### src/rtl/udec_pkg.sv
// Shared types and constants of the UTF-8 validating decoder.
package udec_pkg;

  localparam int unsigned CpW   = 21;
  localparam int unsigned LenW  = 3;
  localparam int unsigned QDepth = 4;
  localparam int unsigned QPtrW = $clog2(QDepth);
  localparam int unsigned QLvlW = $clog2(QDepth + 1);

  localparam logic [7:0] LeadTwoLo   = 8'hC2;
  localparam logic [7:0] LeadTwoHi   = 8'hDF;
  localparam logic [7:0] LeadThreeLo = 8'hE0;
  localparam logic [7:0] LeadThreeHi = 8'hEF;
  localparam logic [7:0] LeadFourLo  = 8'hF0;
  localparam logic [7:0] LeadFourHi  = 8'hF4;
  localparam logic [7:0] LeadBadLo   = 8'hF5;
  localparam logic [7:0] LeadBadHi   = 8'hF7;
  localparam logic [7:0] LeadOverC0  = 8'hC0;
  localparam logic [7:0] LeadOverC1  = 8'hC1;
  localparam logic [7:0] LeadSurr    = 8'hED;
  localparam logic [7:0] ContMask    = 8'h3F;
  localparam logic [7:0] SecE0Min    = 8'hA0;
  localparam logic [7:0] SecEdMax    = 8'h9F;
  localparam logic [7:0] SecF0Min    = 8'h90;
  localparam logic [7:0] SecF4Max    = 8'h8F;

  typedef struct packed {
    logic [CpW-1:0]  code_point;
    logic [LenW-1:0] seq_length;
    logic            is_valid;
    logic            run_last;
  } res_t;

  typedef struct packed {
    logic [QLvlW-1:0] level;
    logic             ready;
  } q_stat_t;

endpackage

### src/rtl/udec_front.sv
// Front part: accepts bytes, tracks the pending sequence and forms up to two results per byte.
module udec_front (
  input  logic          clk_i,
  input  logic          rst_ni,
  input  logic          accept_i,
  input  logic [7:0]    data_byte_i,
  input  logic          end_of_source_i,
  output logic [1:0]    push_n_o,
  output udec_pkg::res_t res0_o,
  output udec_pkg::res_t res1_o
);
  import udec_pkg::*;

  logic [2:0]     exp_q, exp_d, got_q, got_d;
  logic [CpW-1:0] acc_q, acc_d;
  logic [7:0]     lead_q, lead_d, sec_q, sec_d;

  res_t c0, c1, c2;
  logic c0_v, c1_v, c2_v;

  function automatic logic bad_lead(input logic [7:0] b);
    return b == LeadOverC0 || b == LeadOverC1 || (b >= LeadBadLo && b <= LeadBadHi);
  endfunction

  function automatic res_t mk_err(input logic [2:0] len);
    res_t r;
    r.code_point = '0;
    r.seq_length = len;
    r.is_valid   = 1'b0;
    r.run_last   = 1'b0;
    return r;
  endfunction

  always_comb begin
    logic is_cont;
    logic do_start;
    logic bad;
    is_cont  = data_byte_i[7:6] == 2'b10;
    do_start = 1'b0;
    bad      = 1'b0;
    exp_d = exp_q;
    got_d = got_q;
    acc_d = acc_q;
    lead_d = lead_q;
    sec_d = sec_q;
    c0_v = 1'b0;
    c1_v = 1'b0;
    c2_v = 1'b0;
    c0 = mk_err(got_q);
    c1 = mk_err(3'd1);
    c2 = mk_err(3'd1);

    if (exp_q == 3'd0) begin
      do_start = 1'b1;
    end else if (is_cont) begin
      if (got_q == 3'd1) begin
        sec_d = data_byte_i;
      end
      got_d = got_q + 3'd1;
      if (!bad_lead(lead_q)) begin
        acc_d = {acc_q[CpW-7:0], data_byte_i[5:0] & ContMask[5:0]};
      end
      if (got_d >= exp_q) begin
        bad = bad_lead(lead_q) ||
              (lead_q == LeadThreeLo && sec_d < SecE0Min) ||
              (lead_q == LeadSurr && sec_d > SecEdMax) ||
              (lead_q == LeadFourLo && sec_d < SecF0Min) ||
              (lead_q == LeadFourHi && sec_d > SecF4Max);
        c1_v = 1'b1;
        c1 = mk_err(exp_q);
        if (!bad) begin
          c1.code_point = acc_d;
          c1.is_valid   = 1'b1;
        end
        exp_d = '0;
        got_d = '0;
        acc_d = '0;
        lead_d = '0;
        sec_d = '0;
      end
    end else begin
      c0_v = 1'b1;
      exp_d = '0;
      got_d = '0;
      acc_d = '0;
      lead_d = '0;
      sec_d = '0;
      do_start = 1'b1;
    end

    if (do_start) begin
      if (data_byte_i[7] == 1'b0) begin
        c1_v = 1'b1;
        c1.code_point = CpW'(data_byte_i);
        c1.is_valid = 1'b1;
      end else if ((data_byte_i >= LeadTwoLo && data_byte_i <= LeadTwoHi) ||
                   (data_byte_i >= LeadThreeLo && data_byte_i <= LeadFourHi) ||
                   bad_lead(data_byte_i)) begin
        got_d  = 3'd1;
        lead_d = data_byte_i;
        sec_d  = '0;
        if (bad_lead(data_byte_i)) begin
          acc_d = '0;
          exp_d = (data_byte_i[5] == 1'b0) ? 3'd2 : 3'd4;
        end else if (data_byte_i <= LeadTwoHi) begin
          acc_d = CpW'(data_byte_i[4:0]);
          exp_d = 3'd2;
        end else if (data_byte_i <= LeadThreeHi) begin
          acc_d = CpW'(data_byte_i[3:0]);
          exp_d = 3'd3;
        end else begin
          acc_d = CpW'(data_byte_i[2:0]);
          exp_d = 3'd4;
        end
      end else begin
        c1_v = 1'b1;
      end
    end

    if (end_of_source_i && exp_d != 3'd0) begin
      c2_v = 1'b1;
      c2 = mk_err(got_d);
      exp_d = '0;
      got_d = '0;
      acc_d = '0;
      lead_d = '0;
      sec_d = '0;
    end

    res0_o = c0_v ? c0 : (c1_v ? c1 : c2);
    res1_o = (c0_v && c1_v) ? c1 : c2;
    push_n_o = accept_i ? (2'(c0_v) + 2'(c1_v) + 2'(c2_v)) : 2'd0;
    res0_o.run_last = (push_n_o == 2'd1);
    res1_o.run_last = 1'b1;
  end

  always_ff @(posedge clk_i or negedge rst_ni) begin
    if (!rst_ni) begin
      exp_q  <= '0;
      got_q  <= '0;
      acc_q  <= '0;
      lead_q <= '0;
      sec_q  <= '0;
    end else if (accept_i) begin
      exp_q  <= exp_d;
      got_q  <= got_d;
      acc_q  <= acc_d;
      lead_q <= lead_d;
      sec_q  <= sec_d;
    end
  end

endmodule

### src/rtl/udec_queue.sv
// Result queue between the front and back parts, taking up to two entries per cycle.
module udec_queue (
  input  logic              clk_i,
  input  logic              rst_ni,
  input  logic [1:0]        push_n_i,
  input  udec_pkg::res_t    res0_i,
  input  udec_pkg::res_t    res1_i,
  input  logic              pop_i,
  output logic              head_valid_o,
  output udec_pkg::res_t    head_o,
  output udec_pkg::q_stat_t stat_o
);
  import udec_pkg::*;

  res_t             mem_q [QDepth];
  logic [QPtrW-1:0] wr_ptr_q, rd_ptr_q;
  logic [QLvlW-1:0] level_q, level_d;
  logic [QPtrW-1:0] wr_ptr1;

  assign wr_ptr1 = wr_ptr_q + QPtrW'(1);
  assign level_d = level_q + QLvlW'(push_n_i) - QLvlW'(pop_i);

  always_ff @(posedge clk_i) begin
    if (push_n_i != 2'd0) begin
      mem_q[wr_ptr_q] <= res0_i;
    end
    if (push_n_i == 2'd2) begin
      mem_q[wr_ptr1] <= res1_i;
    end
  end

  always_ff @(posedge clk_i or negedge rst_ni) begin
    if (!rst_ni) begin
      wr_ptr_q <= '0;
      rd_ptr_q <= '0;
      level_q  <= '0;
    end else begin
      wr_ptr_q <= wr_ptr_q + QPtrW'(push_n_i);
      if (pop_i) begin
        rd_ptr_q <= rd_ptr_q + QPtrW'(1);
      end
      level_q <= level_d;
    end
  end

  assign head_valid_o = level_q != '0;
  assign head_o       = mem_q[rd_ptr_q];
  assign stat_o.level = level_q;
  assign stat_o.ready = level_q <= QLvlW'(QDepth - 2);

endmodule

### src/rtl/udec_back.sv
// Back part: moves queued results into the output register and holds them under stall.
module udec_back (
  input  logic           clk_i,
  input  logic           rst_ni,
  input  logic           head_valid_i,
  input  udec_pkg::res_t head_i,
  output logic           pop_o,
  input  logic           out_ready_i,
  output logic           out_valid_o,
  output udec_pkg::res_t out_res_o
);
  import udec_pkg::*;

  logic out_valid_q;
  res_t out_res_q;

  assign pop_o = head_valid_i && (!out_valid_q || out_ready_i);

  always_ff @(posedge clk_i or negedge rst_ni) begin
    if (!rst_ni) begin
      out_valid_q <= 1'b0;
    end else if (!out_valid_q || out_ready_i) begin
      out_valid_q <= head_valid_i;
    end
  end

  always_ff @(posedge clk_i) begin
    if (pop_o) begin
      out_res_q <= head_i;
    end
  end

  assign out_valid_o = out_valid_q;
  assign out_res_o   = out_res_q;

endmodule

### src/rtl/utf8_validating_decoder_top.sv
// Top level of the strict UTF-8 validating decoder.
//
// Channel  Dir  tdata (low bit up)                           tlast          tuser
// s_axis   in   data_byte[7:0]                               end_of_source  -
// m_axis   out  code_point[20:0] seq_length[23:21]
//               is_valid[24] zero[31:25]                     run_last       -
//
// A byte is taken every cycle while the result queue has two free entries; one
// result leaves per cycle while m_axis_tready is high, so bytes that yield two
// results build up in the queue. Results pass the queue, then the output register.
// Reset clears the sequence state, the queue pointers and level, and output valid.
// An output stall fills the four-entry queue to three or four, then holds off input.
module utf8_validating_decoder_top (
  input  logic        clk_i,
  input  logic        rst_ni,
  input  logic        s_axis_tvalid_i,
  output logic        s_axis_tready_o,
  input  logic [7:0]  s_axis_tdata_i,   // data_byte[7:0]
  input  logic        s_axis_tlast_i,
  output logic        m_axis_tvalid_o,
  input  logic        m_axis_tready_i,
  output logic [31:0] m_axis_tdata_o,   // code_point[20:0], seq_length[23:21], is_valid[24]
  output logic        m_axis_tlast_o
);
  import udec_pkg::*;

  logic       accept;
  logic [1:0] push_n;
  res_t       res0, res1, head, out_res;
  logic       head_valid, pop;
  q_stat_t    q_stat;

  assign s_axis_tready_o = q_stat.ready;
  assign accept = s_axis_tvalid_i && q_stat.ready;

  udec_front u_front (
    .clk_i           (clk_i),
    .rst_ni          (rst_ni),
    .accept_i        (accept),
    .data_byte_i     (s_axis_tdata_i),
    .end_of_source_i (s_axis_tlast_i),
    .push_n_o        (push_n),
    .res0_o          (res0),
    .res1_o          (res1)
  );

  udec_queue u_queue (
    .clk_i        (clk_i),
    .rst_ni       (rst_ni),
    .push_n_i     (push_n),
    .res0_i       (res0),
    .res1_i       (res1),
    .pop_i        (pop),
    .head_valid_o (head_valid),
    .head_o       (head),
    .stat_o       (q_stat)
  );

  udec_back u_back (
    .clk_i        (clk_i),
    .rst_ni       (rst_ni),
    .head_valid_i (head_valid),
    .head_i       (head),
    .pop_o        (pop),
    .out_ready_i  (m_axis_tready_i),
    .out_valid_o  (m_axis_tvalid_o),
    .out_res_o    (out_res)
  );

  assign m_axis_tdata_o = {7'b0, out_res.is_valid, out_res.seq_length, out_res.code_point};
  assign m_axis_tlast_o = out_res.run_last;

  assert property (@(posedge clk_i) disable iff (!rst_ni)
    (push_n != 2'd0) |-> s_axis_tready_o)
    else $error("Results were written to a queue without room.");

  assert property (@(posedge clk_i) disable iff (!rst_ni)
    q_stat.level <= QLvlW'(QDepth))
    else $error("Result queue level exceeds its depth.");

  assert property (@(posedge clk_i) disable iff (!rst_ni)
    (m_axis_tvalid_o && !out_res.is_valid) |-> (out_res.code_point == '0))
    else $error("Invalid result carries a nonzero code point.");

  assert property (@(posedge clk_i) disable iff (!rst_ni)
    m_axis_tvalid_o |-> (out_res.seq_length != 3'd0 && out_res.seq_length <= 3'd4))
    else $error("Result length out of range.");

endmodule
### config.mk
export PLATFORM = sky130hd
export DESIGN_NAME = utf8_validating_decoder_top
export DESIGN_NICKNAME = d
export VERILOG_FILES = /design/src/rtl/udec_pkg.sv /design/src/rtl/udec_front.sv /design/src/rtl/udec_queue.sv /design/src/rtl/udec_back.sv /design/src/rtl/utf8_validating_decoder_top.sv
export SDC_FILE = /design/constraint.sdc
export NUM_CORES = 1
export LEC_CHECK = 0
export BUFFER_PORTS_ARGS = -buffer_cell sky130_fd_sc_hd__buf_2
export CORE_UTILIZATION = 50
export CTS_CLUSTER_DIAMETER = 50
export DETAILED_ROUTE_END_ITERATION = 12
export GPL_TIMING_DRIVEN = 0
export PLACE_DENSITY = 0.74
export SLEW_MARGIN = 20
export SYNTH_ARGS = -nofsm -noshare
export SYNTH_HDL_FRONTEND = slang
export SYNTH_SLANG_ARGS = --single-unit
### constraint.sdc
create_clock -name clk_i -period 10.4 [get_ports clk_i]
set_input_delay 0.52 -clock clk_i [delete_from_list [all_inputs] [get_ports clk_i]]
set_output_delay 0.52 -clock clk_i [all_outputs]
set_load 0.005 [all_outputs]
# Word level (Yosys, flattened, before mapping)
# Memory sizes are Yosys's and may differ from the RTL's. A register that Yosys moved wholly into a read port is not among the register bits.
# Index checks and enable logic that the tools add are counted.
[op_classes]
addsub = 8
order_cmp = 15
eq_ne = 12
muxes = 74
reduce_logical = 28
[ops]
columns = ["operator", "count"]
rows = [
  ["$mux W21", 13],
  ["$mux W26", 6],
  ["$mux W8", 17],
  ["$eq A8 B8 Y1 const B", 8],
  ["$mux W3", 18],
  ["$le A8 B8 Y1 const B", 5],
  ["$ge A8 B8 Y1 const B", 4],
  ["$mux W1", 17],
  ["$gt A8 B8 Y1 const B", 2],
  ["$lt A8 B8 Y1 const B", 2],
  ["$logic_and A1 B1 Y1", 12],
  ["$logic_or A1 B1 Y1", 11],
  ["$reduce_bool A3 Y1", 2],
  ["$mux W5", 1],
  ["$add A2 B1 Y2 const B", 2],
  ["$eq A2 B2 Y1 const B", 2],
  ["$mux W4", 1],
  ["$add A3 B1 Y3 const B", 1],
  ["$add A3 B2 Y3", 1],
  ["$eq A3 B1 Y1 const B", 1],
  ["$ge A3 B3 Y1", 1],
  ["$le A3 B2 Y1 const B", 1],
  ["$logic_not A3 Y1", 1],
  ["$sub A3 B1 Y3", 1],
  ["7 further kinds", 7],
]
[word_totals]
ff_bits = 51
ramBits = 104
in_bits = 13
memories = 1
[mem_list]
columns = ["name", "words", "width", "read_ports", "rd_clocked_by_memory_dff", "write_ports", "line_no", "rtl"]
rows = [
  ["u_queue.mem_q", 4, 26, 1, 1, 2, "udec_queue.sv:15", "res_t mem_q [QDepth];"],
]

# Logic depth before layout (Yosys ltp)
[depth]
ltp_word = 18
ltp_mapped = 17

# By module
# Synthesis repeated with hierarchy kept, for this count alone.
[hier_totals]
hier_cells = 577
hier_area_um2 = 8692.1
[modules_own_cells]
columns = ["module", "n_inst", "cells_each", "area_per_inst_um2", "seq_area_each_um2"]
rows = [
  ["udec_queue", 1, 292, 5537.8, 3298.2],
  ["udec_front", 1, 246, 2267.2, 825.8],
  ["udec_back", 1, 30, 824.5, 805.8],
  ["utf8_validating_decoder_top", 1, 9, 62.6, 0.0],
]

# Worst setup path after synthesis
# OpenSTA, ideal clock, no wires.
[synth_path]
kind = "reg2reg"
from = "register u_front.got_q[0]"
to = "memory u_queue.mem_q[1][10] (netlist bit), enable pin"
setup_time_ns = 0.382
t_arrival_ns = 3.682
setup_slack_ns = 6.336
path_stages_with_launch = 14
n_path_buf = 1
period_less_slack_ns = 4.064
path_cell_list = "dfrtp_1 -> ha_1 -> xor2_1 -> ha_1 -> a21o_2 -> a311oi_4 -> nand2_2 -> nand2_1 -> nand2_1 -> fa_1 -> nand2_1 -> or3b_1 -> clkbuf_1 -> nand2_1"
[synth_lines]
columns = ["item", "line_no", "rtl"]
rows = [
  ["start, declared", "udec_front.sv:14", "logic [2:0] exp_q, exp_d, got_q, got_d;"],
  ["start signal, assigned", "udec_front.sv:146", "got_q <= got_d;"],
  ["end, declared", "udec_queue.sv:15", ""],
]

==> run_results.csv <==
group,metric,value,unit
timing,setup_viol,0,
synthesis,synth-edff-count,126,
die,rows,46,
clock_tree,cts_buffer_depth,2,
timing,min_period,4.56,ns
die,die_w,130,um
route,routed_wirelength,18100,um
clock_tree,cts_resized,0,
route,routedWlPerCell,19.9,um
critical_path,crit_fanout,7,
route,via_per_inst,5.97,
critical_path,cp-startpoint,"u_front.got_q[0]$_DFFE_PN0P_",
cells_and_area,drive_above_1_share,21.7,%
cells_and_area,diodes,0,
die,coreArea,15900,um^2
synthesis,synthCells,621,
synthesis,syn-cell-area,8180,um^2
synthesis,synth-seq-cells,177,
timing,setup_slack,5.84,ns
timing,drv_slew,0,
route,vias,5439,
critical_path,crit_type,"reg -> reg",
global_routing,grt_usage,23.3,%
clock_tree,clkTransAtPathRegs,0.07,ns
timing,slew_headroom,37.8,%
route,firstDrtPassIters,5,
placed_design,placed_cells,879,
placed_design,place.gp.congestion,0.982,
clock_tree,postCtsSetupBuffers,0,
timing,fin_crit_sh,43.8,%
timing,hold_viol,0,
power_and_ir_drop,clkPwrFrac,27.5,%
timing,clock.fmax,219,MHz
outcome,status,"completed",
power_and_ir_drop,powerDensity,246,nW/um^2
critical_path,arrival,4.86,ns
power_and_ir_drop,seq_power_share,43.9,%
cells_and_area,layout.nets,706,
critical_path,r2r-end,"u_queue.mem_q[1][7]$_DFFE_PP_",
clock_tree,postCtsHoldBufs,0,
placed_design,place_ws,5.93,ns
clock_tree,tritoncts,"yes",
critical_path,end_kind,"register",
power_and_ir_drop,power_frac_comb,28.6,%
die,ioPinCount,48,
critical_path,critPathLaunchType,"register",
route,drt_iter0_drc,668,
clock_tree,root_buffer,"clkbuf_16",
synthesis,synthTopCellsByArea,"edfxtp_1 (46%), dfrtp_1 (14%), mux4_2 (7.2%)",
placed_design,io_buffers,35,
die,initial_core_util,51.3,%
clock_tree,clkLatencyLatePin,0.44,ns
timing,finalSetupTns,0,ns
power_and_ir_drop,p_total,0.00228,W
critical_path,reg2reg_depth,15,
clock_tree,cts_buffers,17,
global_routing,antenna_found_initial,0,
timing,skew,0.0103,ns
timing,tightest_slew,0.927,ns
global_routing,grt_pass1_wl,28800,um
synthesis,synthDistinctLibCells,72,
critical_path,worstSetupEndpoint,"u_queue.mem_q[1][7]$_DFFE_PP_",
timing,grt_setup_unrepaired,"no",
power_and_ir_drop,p_int,0.00155,W
power_and_ir_drop,power.leakage,3.46,nW
cells_and_area,area_delta_synth_final,13.1,%
die,die_y,130,um
cells_and_area,final_cells,911,
critical_path,r2r_slack,5.84,ns
synthesis,synth-main-ff-cell,"edfxtp_1",
synthesis,synth_top_cell_area_share,46.2,%
power_and_ir_drop,switching_power,0.000724,W
placed_design,dpl.hpwl,12200,um
synthesis,synthArstFlopShare,26.6,%
synthesis,seq_area_frac_synth,61.6,%
power_and_ir_drop,switching_share,31.8,%
clock_tree,cts.sinks,177,
min_path,min_path_type,"in -> async",
synthesis,synth.top_cells.by_count,"edfxtp_1 (126), nor2_1 (93), nand2_1 (50)",
cells_and_area,fin_util,58.1,%
synthesis,ys_warn_count,0,
flow_run,cap_violations,0,
global_routing,grt_pass1_vias,5396,
synthesis,syn-mean-instance-area,13.2,um^2
global_routing,overflow,0,
clock_tree,h-tree-depth,4,
critical_path,critical_path_required,10.70,ns
route,final_antenna_net_count,0,
synthesis,yosysTopAreaCell,"edfxtp_1",
global_routing,grt_max_degree,48,
power_and_ir_drop,ir_drop,148,uV
synthesis,synth_most_common_cell,"edfxtp_1",
route,drc,0,
critical_path,reg2reg_from,"u_front.got_q[0]$_DFFE_PN0P_",
die,dieArea,16900,um^2
==> worst min path at each step <==
stage | start | depth (start not counted) | endpoint
after floorplan | rst_ni | 0 | u_back.out_valid_o$_DFFE_PN0N_
after global placement | u_queue.mem_q[3][0]$_SDFFE_PP1N_ | 1 | u_queue.mem_q[3][0]$_SDFFE_PP1N_
after detailed placement | u_front.sec_q[6]$_DFFE_PN0P_ | 1 | u_front.sec_q[6]$_DFFE_PN0P_
after CTS | m_axis_tready_i | 2 | u_back.out_valid_o$_DFFE_PN0N_
after global routing | rst_ni | 1 | u_front.exp_q[2]$_DFFE_PN0P_
final | rst_ni | 1 | u_front.exp_q[2]$_DFFE_PN0P_
==> logic make-up (layout without fill, tap and decap cells) <==
kind of cell	count (synthesis)	after routing	share of synthesized area, %
flip-flops	177	177	61.6
multiplexers	43	43	9.30
XOR/XNOR	7	7	0.749
adder cells (fa/ha/maj)	11	11	1.87
AND/OR/NAND/NOR	205	205	12.0
other	1	7	0.0458
AO/OA/AOI/OAI	111	111	10.7
buffers and inverters	66	134	3.78
==> through the flow <==
| stage | instance area [um^2] | hold WS, ns |
|---|---|---|
| after floorplan | 8210 | 0.224 |
| after global routing | 9260 | 0.143 |
| after detailed placement | 8690 | 0.476 |
| final | 9260 | 0.0913 |
| after CTS | 9260 | 0.270 |
| after global placement | 8650 | 0.450 |
==> registers in the layout (all words and copies together) (netlist names) <==
register	cells
u_front.exp_q	3
u_queue.level_q	3
u_back.out_res_o	26
u_queue.rd_ptr_q	2
u_front.acc_q	21
u_front.got_q	3
u_queue.mem_q	104
u_queue.wr_ptr_q	2
u_back.out_valid_o	1
u_front.lead_q	8
u_front.sec_q	4
==> final cells by class <==
type                       count  area [um^2]
inverter                      25         93.8
fill                        1250         6680
timing repair buffer          36          193
buffer                        41          215
tap                          216          270
multi-input combinational    384         2880
sequential                   177         5040
clock inverter                13          136
clock buffer                  19          433
==> power by group through the flow <==
stage / logic (W) / registers (W) / clock network (W)
final: 0.000651 / 0.00100 / 0.000626
after global routing: 0.000714 / 0.00101 / 0.000657
after CTS: 0.000654 / 0.00100 / 0.000628
after detailed placement: 0.000649 / 0.00101 / 0
after global placement: 0.000622 / 0.00101 / 0
after floorplan: 0.000449 / 0.00100 / 0
==> layout by cell type, fill, tap and decap left out, types with 16 or more instances in the layout <==
cell	n
edfxtp_1	126
clkbuf_1	18
o21ai_0	21
mux2i_1	16
buf_2	44
clkbuf_16	17
dfrtp_1	47
mux4_2	26
nand2_1	46
nor2_1	93
inv_1	24
==> per-layer routing <==
| layer | global-route usage [%] | up-vias | share of wire, % |
|---|---|---|---|
| met5 | 0 | - | 0 |
| met4 | 10.5 | 0 | 2.2 |
| met3 | 4.88 | 46 | 6.7 |
| met2 | 37.7 | 271 | 49 |
| met1 | 30.4 | 2705 | 42 |
| li1 | - | 2417 | - |
==> critical path, cell delays in order (launching register included) <==
cell	delay, ns
dfrtp_1	0.48
ha_1	0.25
xor2_1	0.26
ha_1	0.35
a21o_2	0.25
a311oi_4	0.27
nand2_2	0.13
nand2_1	0.14
nand2_1	0.09
fa_1	0.59
nand2_1	0.16
or3b_1	0.35
clkbuf_1	0.21
o32ai_2	0.60
nand2_1	0.14
nor2_1	0.14
Power figures use the tool's default switching activity.
